## src/hw/rtl/fqsr_pkg.sv

```systemverilog
`timescale 1ns / 1ps
`default_nettype none
// ----------------------------------------------------------------------------
// fqsr_pkg
// shared types and codes for the searchable, reversible queue
// ----------------------------------------------------------------------------
package fqsr_pkg;

    localparam int DEPTH_DEF  = 16;
    localparam int DATA_W_DEF = 32;

    localparam int OP_W  = 3;
    localparam int VAL_W = 32;
    localparam int CNT_W = 5;
    localparam int ST_W  = 2;

    localparam logic [OP_W-1:0] OP_ENQ    = 3'd0;
    localparam logic [OP_W-1:0] OP_DEQ    = 3'd1;
    localparam logic [OP_W-1:0] OP_SEARCH = 3'd2;
    localparam logic [OP_W-1:0] OP_REV    = 3'd3;
    localparam logic [OP_W-1:0] OP_CLEAR  = 3'd4;

    localparam logic [ST_W-1:0] ST_OK    = 2'd0;
    localparam logic [ST_W-1:0] ST_OVER  = 2'd1;
    localparam logic [ST_W-1:0] ST_UNDER = 2'd2;

    typedef struct packed {
        logic wr;
        logic rd;
    } t_ram_ctl;

endpackage
`default_nettype wire

```

## src/hw/rtl/fqsr_ring.sv

```systemverilog
`timescale 1ns / 1ps
`default_nettype none
// ----------------------------------------------------------------------------
// fqsr_ring
// ring store of queue entries, one access per cycle, registered read data
// ----------------------------------------------------------------------------
module fqsr_ring
    import fqsr_pkg::*;
#(
    parameter int DEPTH  = DEPTH_DEF,
    parameter int DATA_W = DATA_W_DEF,
    localparam int IW    = $clog2(DEPTH)
) (
    input  wire logic              i_clk,
    input  wire t_ram_ctl          i_ctl,
    input  wire logic [IW-1:0]     i_addr,
    input  wire logic [DATA_W-1:0] i_wr_data,
    output logic      [DATA_W-1:0] o_rd_data
);

    logic [DATA_W-1:0] r_mem [DEPTH];
    logic [DATA_W-1:0] r_rd_data;

    always_ff @(posedge i_clk) begin
        if (i_ctl.wr) begin
            r_mem[i_addr] <= i_wr_data;
        end
    end

    always_ff @(posedge i_clk) begin
        if (i_ctl.rd) begin
            r_rd_data <= r_mem[i_addr];
        end
    end

    assign o_rd_data = r_rd_data;

endmodule
`default_nettype wire

```

## src/hw/rtl/fifo_queue_search_reverse_top.sv

```systemverilog
`timescale 1ns / 1ps
`default_nettype none
// ----------------------------------------------------------------------------
// fifo_queue_search_reverse_top
// bounded queue with enqueue, dequeue, search, reverse and clear requests
//
//   channel   direction  handshake       ports
//   request   in         start & !busy   i_operation, i_value_in
//   result    out        o_done          o_value_out, o_found, o_empty_res,
//                                        o_entry_count, o_status
//
// enqueue, reverse, clear: strobe registered from the execute state
// dequeue: strobe registered from the read state after execute, for the ring read
// search: one ring read per cycle through a shared slot adder, strobe
//   registered from the last search state; a hit ends the walk early
// busy is high from the request until the strobe; a new request may be
//   taken in the strobe cycle; reset is synchronous, store is not cleared
// ----------------------------------------------------------------------------
module fifo_queue_search_reverse_top
    import fqsr_pkg::*;
#(
    parameter int DEPTH  = DEPTH_DEF,
    parameter int DATA_W = DATA_W_DEF
) (
    input  wire logic                    i_clk,
    input  wire logic                    i_rst_n,
    input  wire logic                    start,
    output logic                         busy,
    input  wire logic        [OP_W-1:0]  i_operation,
    input  wire logic signed [VAL_W-1:0] i_value_in,
    output logic                         o_done,
    output logic signed      [VAL_W-1:0] o_value_out,
    output logic                         o_found,
    output logic                         o_empty_res,
    output logic             [CNT_W-1:0] o_entry_count,
    output logic             [ST_W-1:0]  o_status
);

    localparam int IW = $clog2(DEPTH);
    localparam int CW = $clog2(DEPTH + 1);

    localparam logic [1:0] S_IDLE = 2'd0;
    localparam logic [1:0] S_EXEC = 2'd1;
    localparam logic [1:0] S_DEQ  = 2'd2;
    localparam logic [1:0] S_SRCH = 2'd3;

    logic [1:0]        r_state, n_state;
    logic [OP_W-1:0]   r_op, n_op;
    logic [DATA_W-1:0] r_val, n_val;
    logic [IW-1:0]     r_head, n_head;
    logic [CW-1:0]     r_occ, n_occ;
    logic              r_rev, n_rev;
    logic [CW-1:0]     r_k, n_k;
    logic              r_done, n_done;
    logic [VAL_W-1:0]  r_vout, n_vout;
    logic              r_found, n_found;
    logic [ST_W-1:0]   r_status, n_status;
    logic              r_empty, n_empty;
    logic [CNT_W-1:0]  r_count, n_count;

    logic              fin;
    logic [IW-1:0]     s_k;
    logic [IW:0]       sum_up;
    logic [IW:0]       dif_dn;
    logic [IW-1:0]     slot;
    logic [CW-1:0]     k_inc;
    t_ram_ctl          ram_ctl;
    logic [DATA_W-1:0] rd_data;

    // shared slot unit: ring position of the k-th entry from the front
    always_comb begin
        sum_up = {1'b0, r_head} + {1'b0, s_k};
        dif_dn = {1'b0, r_head} - {1'b0, s_k};
        if (r_rev) begin
            slot = dif_dn[IW] ? IW'(dif_dn + (IW+1)'(DEPTH)) : dif_dn[IW-1:0];
        end else begin
            slot = (sum_up >= (IW+1)'(DEPTH)) ? IW'(sum_up - (IW+1)'(DEPTH))
                                              : sum_up[IW-1:0];
        end
    end

    assign k_inc = r_k + CW'(1);

    always_comb begin
        n_state  = r_state;
        n_op     = r_op;
        n_val    = r_val;
        n_head   = r_head;
        n_occ    = r_occ;
        n_rev    = r_rev;
        n_k      = r_k;
        n_done   = 1'b0;
        n_vout   = r_vout;
        n_found  = r_found;
        n_status = r_status;
        fin      = 1'b0;
        ram_ctl  = '0;
        s_k      = '0;

        case (r_state)
            S_IDLE: begin
                if (start) begin
                    n_op    = i_operation;
                    n_val   = DATA_W'($unsigned(i_value_in));
                    n_state = S_EXEC;
                end
            end
            S_EXEC: begin
                n_vout   = '0;
                n_found  = 1'b0;
                n_status = ST_OK;
                case (r_op)
                    OP_ENQ: begin
                        s_k = IW'(r_occ);
                        fin = 1'b1;
                        if (r_occ == CW'(DEPTH)) begin
                            n_status = ST_OVER;
                        end else begin
                            ram_ctl.wr = 1'b1;
                            n_occ      = r_occ + CW'(1);
                        end
                    end
                    OP_DEQ: begin
                        if (r_occ == '0) begin
                            n_status = ST_UNDER;
                            fin      = 1'b1;
                        end else begin
                            ram_ctl.rd = 1'b1;
                            n_state    = S_DEQ;
                        end
                    end
                    OP_SEARCH: begin
                        if (r_occ == '0) begin
                            fin = 1'b1;
                        end else begin
                            ram_ctl.rd = 1'b1;
                            n_k        = '0;
                            n_state    = S_SRCH;
                        end
                    end
                    OP_REV: begin
                        s_k   = IW'(r_occ - CW'(1));
                        fin   = 1'b1;
                        n_rev = ~r_rev;
                        if (r_occ != '0) begin
                            n_head = slot;
                        end
                    end
                    OP_CLEAR: begin
                        fin    = 1'b1;
                        n_occ  = '0;
                        n_head = '0;
                        n_rev  = 1'b0;
                    end
                    default: begin
                        fin = 1'b1;
                    end
                endcase
            end
            S_DEQ: begin
                s_k    = IW'(1);
                fin    = 1'b1;
                n_vout = VAL_W'(rd_data);
                n_head = slot;
                n_occ  = r_occ - CW'(1);
            end
            S_SRCH: begin
                s_k = IW'(k_inc);
                if (rd_data == r_val) begin
                    n_found = 1'b1;
                    fin     = 1'b1;
                end else if (k_inc == r_occ) begin
                    fin = 1'b1;
                end else begin
                    ram_ctl.rd = 1'b1;
                    n_k        = k_inc;
                end
            end
            default: begin
                n_state = S_IDLE;
            end
        endcase

        if (fin) begin
            n_state = S_IDLE;
            n_done  = 1'b1;
        end
        n_empty = (n_occ == '0);
        n_count = CNT_W'(n_occ);
    end

    fqsr_ring #(
        .DEPTH  (DEPTH),
        .DATA_W (DATA_W)
    ) u_ring (
        .i_clk     (i_clk),
        .i_ctl     (ram_ctl),
        .i_addr    (slot),
        .i_wr_data (r_val),
        .o_rd_data (rd_data)
    );

    always_ff @(posedge i_clk) begin
        if (!i_rst_n) begin
            r_state <= S_IDLE;
            r_head  <= '0;
            r_occ   <= '0;
            r_rev   <= 1'b0;
            r_done  <= 1'b0;
        end else begin
            r_state <= n_state;
            r_head  <= n_head;
            r_occ   <= n_occ;
            r_rev   <= n_rev;
            r_done  <= n_done;
        end
    end

    always_ff @(posedge i_clk) begin
        r_op     <= n_op;
        r_val    <= n_val;
        r_k      <= n_k;
        r_vout   <= n_vout;
        r_found  <= n_found;
        r_status <= n_status;
        r_empty  <= n_empty;
        r_count  <= n_count;
    end

    assign busy          = (r_state != S_IDLE);
    assign o_done        = r_done;
    assign o_value_out   = r_vout;
    assign o_found       = r_found;
    assign o_empty_res   = r_empty;
    assign o_entry_count = r_count;
    assign o_status      = r_status;

`ifndef SYNTHESIS
    a_occ_bound: assert property (@(posedge i_clk) disable iff (!i_rst_n)
        r_occ <= CW'(DEPTH))
        else $error("occupancy above depth");

    a_head_bound: assert property (@(posedge i_clk) disable iff (!i_rst_n)
        r_head < IW'(DEPTH) || DEPTH == (1 << IW))
        else $error("head slot outside ring");

    a_take_busy: assert property (@(posedge i_clk) disable iff (!i_rst_n)
        start && !busy |=> busy)
        else $error("request taken without going busy");

    a_over_full: assert property (@(posedge i_clk) disable iff (!i_rst_n)
        o_done && o_status == ST_OVER |-> r_occ == CW'(DEPTH))
        else $error("overflow reported while not full");

    a_found_search: assert property (@(posedge i_clk) disable iff (!i_rst_n)
        o_done && o_found |-> r_op == OP_SEARCH)
        else $error("found flag on a non-search request");

    a_under_empty: assert property (@(posedge i_clk) disable iff (!i_rst_n)
        o_done && o_status == ST_UNDER |-> o_empty_res && o_value_out == '0)
        else $error("underflow with entries held or nonzero data");
`endif

endmodule
`default_nettype wire
```

## config.mk

```make
export PLATFORM = sky130hd
export DESIGN_NAME = fifo_queue_search_reverse_top
export DESIGN_NICKNAME = d
export VERILOG_FILES = /design/src/hw/rtl/fqsr_pkg.sv /design/src/hw/rtl/fqsr_ring.sv /design/src/hw/rtl/fifo_queue_search_reverse_top.sv
export SDC_FILE = /design/constraint.sdc
export NUM_CORES = 1
export LEC_CHECK = 0
export BUFFER_PORTS_ARGS = -buffer_cell sky130_fd_sc_hd__buf_2
export CORE_MARGIN = 10
export CORE_UTILIZATION = 55
export CTS_CLUSTER_DIAMETER = 60
export DETAILED_ROUTE_END_ITERATION = 12
export GPL_ROUTABILITY_DRIVEN = 0
export PLACE_DENSITY = 0.75
export SLEW_MARGIN = 20
export SYNTH_ARGS = -nofsm -noshare
export SYNTH_HDL_FRONTEND = slang
export SYNTH_HIERARCHICAL = 1
export SYNTH_SLANG_ARGS = --single-unit
export TNS_END_PERCENT = 5
```

## constraint.sdc

```tcl
create_clock -name i_clk -period 7.94 [get_ports i_clk]
set_input_delay 1.985 -clock i_clk [delete_from_list [all_inputs] [get_ports i_clk]]
set_output_delay 1.985 -clock i_clk [all_outputs]
set_load 0.01 [all_outputs]
```

==> qor.json, run 1 <==
{
  "top_library_cells_by_usage_in_the_layout_fill_and_taps_aside": "edfxtp_1 (619), mux4_2 (128), buf_2 (80), a22oi_1 (66), clkbuf_16 (60)",
  "routedWlPerCell_um": 27.3,
  "critical-path-top-cell-by-count": "ha_1",
  "timing_worst_slew_pin_value_ps": 1150,
  "post_cts_gate_resize_count": 0,
  "critical_path.reg2reg.endpoint": "u_ring/r_mem[13][22]$_DFFE_PP_",
  "finalNetCount": 1352,
  "min_clock_period_post_route_ps": 5550,
  "timing.fmax_ghz": 0.180,
  "cp_num_buf_inv": 3,
  "globalRouteOverflowTotal": 0,
  "total_leakage_power_nw": 8.77,
  "synth_cell_type_count": 61,
  "rsz0062_at_grt": "no",
  "depth_of_the_worst_register_to_register_path": 16,
  "placeableCoreArea_mm2": 0.0442,
  "drc": 0,
  "timing.critical_path.to_type": "register",
  "timing.critical_path.slowest_cell_delay_ps": 700,
  "min_to": "r_head[0]$_SDFFE_PN0P_",
  "seqPwrFrac_pct": 53.9,
  "drive_gt1_share_pct": 26.3,
  "synthesis.instances": 1197,
  "area_taken_by_multi_input_logic_gates_mm2": 0.00539,
  "worst_setup_hold_path_clk_slew_ps": 60,
  "clockPowerShare_pct": 41.6,
  "areaGrowthSynthToFinish_pct": 13.2,
  "tritoncts.num_buffers": 60,
  "min-delay-start": "r_head[0]$_SDFFE_PN0P_",
  "setup.reg_to_reg.worst_slack_ps": 2390,
  "final_hold_viol_count": 0,
  "seqCellArea_mm2": 0.0190,
  "antenna_left": 0,
  "clock_latency_of_the_later_clocked_register_in_the_worst_skew_pair_ps": 630,
  "power.density_cell_area_mw_per_mm2": 257,
  "total_power_mw": 7.17,
  "share_comb_of_total_power_pct": 4.6,
  "first_iter_violations": 1520,
  "reported_max_cap_violation_count": 0,
  "antenna_found_initial": 0,
  "start_util_pct": 55.6,
  "synthesized_flop_and_latch_total": 638,
  "final_common_cell": "edfxtp_1",
  "timing.critical_path.max_delay_family": "simple AND/OR/NAND/NOR gates",
  "num_rows": 77,
  "synth-edff-count": 619,
  "timing.setup.critical_path_class": "reg -> reg",
  "hold-path-cell-count": 2,
  "synth_area_mm2": 0.0246,
  "holdBufCountCts": 0,
  "floorplan.io_pins": 81,
  "hp-class": "reg -> reg",
  "post_layout_nonfiller_instances": 1944,
  "critPathSlowestCell": "nor2_4",
  "avgSynthCellArea_um2": 20.6,
  "fp.dieArea_mm2": 0.0536,
  "crit_fanout": 18,
  "setup.worst_path.start_class": "register",
  "hpwlAfterDp_um": 30600,
  "dpl_cell_area_mm2": 0.0258,
  "report.final.slew_viol_count": 0,
  "finalSetupTns_ps": 0,
  "grt_pass1_wl_um": 80100,
  "timing.final.setup_violations": 0,
  "critical_path.reg2reg.startpoint": "r_state[1]$_SDFFE_PP0P_",
  "die_h_um": 231,
  "root_buffer": "clkbuf_16",
  "place.port_buffers": 80,
  "maxSlewHeadroom_pct": 23.1,
  "final_min_period_over_clock_period_pct": 69.9,
  "dpl.cell_count": 1831,
  "synth.net_count": 1248,
  "postRouteWirelength_um": 53100,
  "cts-root-to-sink-buffers": 3,
  "dr.pass1.iters": 5,
  "synth_top_flop_cell": "edfxtp_1",
  "worst-endpoint-arrival_ps": 5830,
  "cts_htree_levels": 2,
  "dr_total_vias": 12100,
  "grt_pass1_vias": 12400,
  "cellInternalPower_mw": 5.65,
  "layout.filler_cells": 2859,
  "post-cts-setup-buffer-count": 0,
  "ys_warn_count": 6,
  "viasPerCell": 6.23,
  "seq_area_frac_synth_pct": 77.1,
  "insertedDiodeCount": 0,
  "timing.critical_path.cells": "inv_1 > ha_1 > and2b_1 > nand2_1 > o2bb2ai_1 > inv_1 > ha_1 > mux2i_1 > ha_1 > a21o_1 > a21oi_1 > xor2_1 > xnor3_1 > nand3_1 > nor2_4 > buf_4",
  "postSynth.asyncResetShare_pct": 0,
  "grt_max_degree": 65,
  "cts_tree": "done",
  "switch_share_pct": 21.1,
  "worst_ir_drop_on_vdd_v": 0.000174,
  "status": "completed",
  "timing.clock.skew_ps": 20.9,
  "die_w_um": 231,
  "total_switching_power_mw": 1.51,
  "grt_overall_usage_pct": 20.0,
  "design_area_mm2": 0.0278,
  "timing.critical_path.required_ps": 8220,
  "cts.sink_count": 638
}
## synth_stat cells, types with 2 or more instances
cell | count | area share (%)
nand3b_1 | 2 | 0.061
a22oi_1 | 66 | 2.0
nor4_1 | 5 | 0.13
o21ai_1 | 4 | 0.081
a21oi_1 | 15 | 0.31
a31oi_1 | 2 | 0.051
ha_1 | 12 | 0.61
a22o_1 | 3 | 0.11
nor4b_1 | 2 | 0.071
nor3_1 | 5 | 0.10
o21ai_0 | 8 | 0.16
edfxtp_1 | 619 | 76
and2_1 | 40 | 1.0
mux2i_1 | 2 | 0.081
buf_6 | 8 | 0.37
a32o_1 | 2 | 0.081
dfxtp_1 | 19 | 1.5
o311ai_1 | 2 | 0.071
o21a_1 | 2 | 0.061
nand4_1 | 10 | 0.25
a211oi_1 | 2 | 0.061
a21o_1 | 2 | 0.061
nand3_1 | 5 | 0.10
xnor2_1 | 36 | 1.3
inv_1 | 19 | 0.29
nor2_1 | 23 | 0.35
buf_2 | 17 | 0.35
o32ai_1 | 2 | 0.071
nand2_1 | 57 | 0.87
mux4_2 | 128 | 12
nor2b_1 | 5 | 0.13
clkbuf_1 | 34 | 0.52
nand2b_1 | 4 | 0.10
xor2_1 | 8 | 0.28
## registers in the layout, indices dropped and copies added (netlist names)
name	cells
o_done	1
o_empty_res	1
o_entry_count	5
o_found	1
o_status	2
o_value_out	32
r_head	4
r_k	5
r_occ	5
r_op	3
r_rev	1
r_state	2
r_val	32
u_ring/o_rd_data	32
u_ring/r_mem	512
## worst max-delay path by stage
| stage | from | to | slack [ps] | cells past startpoint |
|---|---|---|---|---|
| floorplan | r_occ[0]$_SDFF_PN0_ | u_ring/r_mem[0][0]$_DFFE_PP_ | 1890 | 15 |
| global placement | r_state[1]$_SDFFE_PP0P_ | u_ring/r_mem[3][21]$_DFFE_PP_ | 2700 | 15 |
| detailed placement | r_state[1]$_SDFFE_PP0P_ | u_ring/r_mem[1][21]$_DFFE_PP_ | 2500 | 15 |
| CTS | r_state[1]$_SDFFE_PP0P_ | u_ring/r_mem[1][18]$_DFFE_PP_ | 2490 | 15 |
| global route | r_state[1]$_SDFFE_PP0P_ | u_ring/r_mem[13][17]$_DFFE_PP_ | 2070 | 16 |
| finish | r_state[1]$_SDFFE_PP0P_ | u_ring/r_mem[13][22]$_DFFE_PP_ | 2390 | 16 |
## stage by stage
step	hold WS, ps	utilization [%]	worst slack (ps)
2_1_floorplan	432	-	1890
3_3_place_gp	441	58.2	2700
3_5_place_dp	459	58.3	2500
4_1_cts	468	63.0	2490
5_1_grt	492	63.0	2070
6_report	466	63.0	2390
## cells by family (layout without fill, tap and decap cells)
logic type      count (synthesis)  in the layout  synth area share, %
flops                         638            638                 77.1
simple gates                  170            170                 3.64
mux                           130            130                 11.8
compound gates                121            121                 3.54
buf+inv                        80            235                 1.57
xor+xnor                       45             45                 1.66
fa+ha+maj                      13             13                0.692
## area by class of cell
cell class	instances	area share (%)
inverter	20	0.297
timing repair buffer	102	2.15
clock buffer	68	5.50
clock inverter	45	1.92
tap	592	2.66
multi-input combinational	479	19.4
sequential	638	68.1
## worst min-delay path: stages, from the launching register on
cell and delay (ps):
dfxtp_1 310, nand2_1 50, a21oi_1 60
## power groups by stage
stage | registers [mW] | clock network (mW) | logic [mW]
2_1_floorplan | 3.91 | 0 | 0.201
3_3_place_gp | 3.93 | 0 | 0.321
3_5_place_dp | 3.93 | 0 | 0.327
4_1_cts | 3.86 | 3.02 | 0.329
5_1_grt | 3.87 | 3.15 | 0.353
6_report | 3.86 | 2.98 | 0.327
## layer usage
layer	up-vias	part of all wire, %	GRT usage (%)	routed length (um)
met1	6307	40	27.4	21000
met3	98	9.1	4.46	4830
li1	5110	-	-	-
met5	-	0	0	0
met4	0	2.5	6.29	1310
met2	604	49	31.9	25900
No activity file was read; power rests on OpenSTA's default activity.
==> inputs of run 2 (changes only) <==
- PLACE_DENSITY: 0.75 -> 0.78
- clock period: 7.94 -> 4.5 ns (I/O delays scaled with it)
==> qor.json, run 2 (same netlist as run 1, synthesis figures left out) <==
{
  "setup.worst_path.start_class": {"value": "register", "change": "unchanged"},
  "drc": {"value": 0, "change": "unchanged"},
  "cts_tree": {"value": "done", "change": "unchanged"},
  "grt_max_degree": {"value": 56, "change": "was 65"},
  "start_util": {"value": 55.6, "unit": "%", "change": "unchanged"},
  "timing.final.setup_violations": {"value": 0, "change": "unchanged"},
  "total_power": {"value": 12.2, "unit": "mW", "change": "was 7.17 mW"},
  "viasPerCell": {"value": 6.29, "change": "was 6.23"},
  "timing.clock.skew": {"value": 29.7, "unit": "ps", "change": "was 20.9 ps"},
  "cts-root-to-sink-buffers": {"value": 3, "change": "unchanged"},
  "design_area": {"value": 0.0282, "unit": "mm^2", "change": "was 0.0278 mm^2"},
  "timing.critical_path.required": {"value": 4770, "unit": "ps", "change": "was 8220 ps"},
  "globalRouteOverflowTotal": {"value": 0, "change": "unchanged"},
  "num_rows": {"value": 77, "change": "unchanged"},
  "cts.sink_count": {"value": 638, "change": "unchanged"},
  "top_register": {"value": "u_ring/r_mem", "change": "unchanged"},
  "hpwlAfterDp": {"value": 32400, "unit": "um", "change": "was 30600 um"},
  "grt_pass1_vias": {"value": 12500, "change": "was 12400"},
  "final_hold_viol_count": {"value": 0, "change": "unchanged"},
  "grt_pass1_wl": {"value": 81500, "unit": "um", "change": "was 80100 um"},
  "largest_register_ffs": {"value": 512, "change": "unchanged"},
  "hp-class": {"value": "reg -> reg", "change": "unchanged"},
  "first_iter_violations": {"value": 1444, "change": "was 1520"},
  "die_w": {"value": 231, "unit": "um", "change": "unchanged"},
  "worst_hold_slack": {"value": 468, "unit": "ps", "change": "was 466 ps"},
  "final_min_period_over_clock_period": {"value": 97.3, "unit": "%", "change": "was 69.9%"},
  "layout.filler_cells": {"value": 2839, "change": "was 2859"},
  "worst-endpoint-arrival": {"value": 4650, "unit": "ps", "change": "was 5830 ps"},
  "power.density_cell_area": {"value": 432, "unit": "mW/mm^2", "change": "was 257 mW/mm^2"},
  "min_clock_period_post_route": {"value": 4380, "unit": "ps", "change": "was 5550 ps"},
  "antenna_found_initial": {"value": 1, "change": "was 0"},
  "timing.setup.critical_path_class": {"value": "reg -> reg", "change": "unchanged"},
  "antenna_left": {"value": 0, "change": "unchanged"},
  "dr_total_vias": {"value": 12500, "change": "was 12100"},
  "routedWlPerCell": {"value": 27.4, "unit": "um", "change": "was 27.3 um"},
  "cts_htree_levels": {"value": 2, "change": "unchanged"},
  "tritoncts.num_buffers": {"value": 59, "change": "was 60"},
  "top_library_cells_by_usage_in_the_layout_fill_and_taps_aside": {"value": "edfxtp_1 (619), mux4_2 (128), buf_2 (80), a22oi_1 (64), clkbuf_16 (59)", "change": "was edfxtp_1 (619), mux4_2 (128), buf_2 (80), a22oi_1 (66), clkbuf_16 (60)"},
  "finalNetCount": {"value": 1401, "change": "was 1352"},
  "maxSlewHeadroom": {"value": 25.5, "unit": "%", "change": "was 23.1%"},
  "root_buffer": {"value": "clkbuf_16", "change": "unchanged"},
  "reported_max_cap_violation_count": {"value": 0, "change": "unchanged"},
  "timing.fmax": {"value": 0.228, "unit": "GHz", "change": "was 0.180 GHz"},
  "place.port_buffers": {"value": 80, "change": "unchanged"},
  "finalSetupTns": {"value": 0, "unit": "ps", "change": "unchanged"},
  "total_leakage_power": {"value": 8.90, "unit": "nW", "change": "was 8.77 nW"},
  "postRouteWirelength": {"value": 54400, "unit": "um", "change": "was 53100 um"},
  "status": {"value": "completed", "change": "unchanged"},
  "crit_fanout": {"value": 16, "change": "was 18"},
  "rsz0062_at_grt": {"value": "yes", "change": "was no"},
  "clock_latency_of_the_later_clocked_register_in_the_worst_skew_pair": {"value": 620, "unit": "ps", "change": "was 630 ps"},
  "grt_overall_usage": {"value": 20.4, "unit": "%", "change": "was 20.0%"},
  "placeableCoreArea": {"value": 0.0442, "unit": "mm^2", "change": "unchanged"},
  "drive_gt1_share": {"value": 28.8, "unit": "%", "change": "was 26.3%"},
  "report.final.slew_viol_count": {"value": 0, "change": "unchanged"},
  "floorplan.io_pins": {"value": 81, "change": "unchanged"},
  "worst_ir_drop_on_vdd": {"value": 0.000332, "unit": "V", "change": "was 0.000174 V"},
  "fp.dieArea": {"value": 0.0536, "unit": "mm^2", "change": "unchanged"},
  "die_h": {"value": 231, "unit": "um", "change": "unchanged"},
  "final_common_cell": {"value": "edfxtp_1", "change": "unchanged"},
  "timing.critical_path.to_type": {"value": "register", "change": "unchanged"},
  "dr.pass1.iters": {"value": 5, "change": "unchanged"},
  "worst_setup_hold_path_clk_slew": {"value": 60, "unit": "ps", "change": "about the same"},
  "dpl_cell_area": {"value": 0.0263, "unit": "mm^2", "change": "was 0.0258 mm^2"},
  "areaGrowthSynthToFinish": {"value": 14.5, "unit": "%", "change": "was 13.2%"},
  "timing_worst_slew_pin_value": {"value": 1110, "unit": "ps", "change": "was 1150 ps"}
}
run 2: power by group:
part	switching, mW	total (mW)	internal (mW)	leakage [nW]
Sequential	0.0991	6.77	6.68	5.76
Combinational	0.437	0.690	0.252	2.26
Clock	2.06	4.69	2.63	0.875
run 2: per-stage QoR:
stage               util, %  worst slack, ps  std cells
CTS                    63.5            -28.1       1983
detailed placement     59.4             9.13       1879
finish                 63.7              121       1986
floorplan                 -             -341       1197
global placement       59.4              260       1879
global route           63.7            -51.7       1985
run 2: final timing paths:
path | startpoint | end | slack [ps] | cells after the start
setup / recovery | r_op[0]$_DFFE_PP_ | u_ring/r_mem[8][18]$_DFFE_PP_ | 120 | 14
hold / removal | r_head[0]$_SDFFE_PN0P_ | r_head[0]$_SDFFE_PN0P_ | 470 | 2
setup reg to reg | r_op[0]$_DFFE_PP_ | u_ring/r_mem[8][18]$_DFFE_PP_ | 120 | 14
hold reg to reg | r_head[0]$_SDFFE_PN0P_ | r_head[0]$_SDFFE_PN0P_ | 470 | 2
run 2: worst max-delay path, stage by stage (launching register included):
cell and delay [ps]:
edfxtp_1 420, nor2_1 380, a2bb2oi_1 180, o2bb2ai_4 180, inv_1 60, ha_1 300
mux2i_2 240, ha_1 280, a21o_1 180, a21oi_1 190, xor2_1 210, xnor3_2 380
nand3b_1 390, nor3_4 260, buf_4 360
run 2: area by class of cell:
| class | instances | area (um^2) | share of cell area [%] |
|---|---|---|---|
| Sequential cell | 638 | 19000 | 67.4 |
| Multi-Input combinational cell | 479 | 5470 | 19.4 |
| Clock buffer | 71 | 1520 | 5.40 |
| Timing Repair Buffer | 152 | 1100 | 3.91 |
| Tap cell | 592 | 741 | 2.63 |
| Clock inverter | 33 | 282 | 1.00 |
| Inverter | 20 | 82.6 | 0.293 |
| Antenna cell | 1 | 2.50 | 0.00888 |
run 2: repair_timing:
action | 4_1_cts | 5_1_grt
buffers inserted | 0 | 1
hold buffers | 0 | 0
pin swaps | 0 | 3
endpoints found under the setup margin | 25 | 496
gates resized for setup | 3 | 10
run 2: routing by layer:
layer	wire, um	track usage [%]	up-vias
met1	21700	28.4	6508
met4	1620	6.91	2
met2	26500	32.5	672
met5	13	0	-
met3	4620	3.37	102
li1	-	-	5207
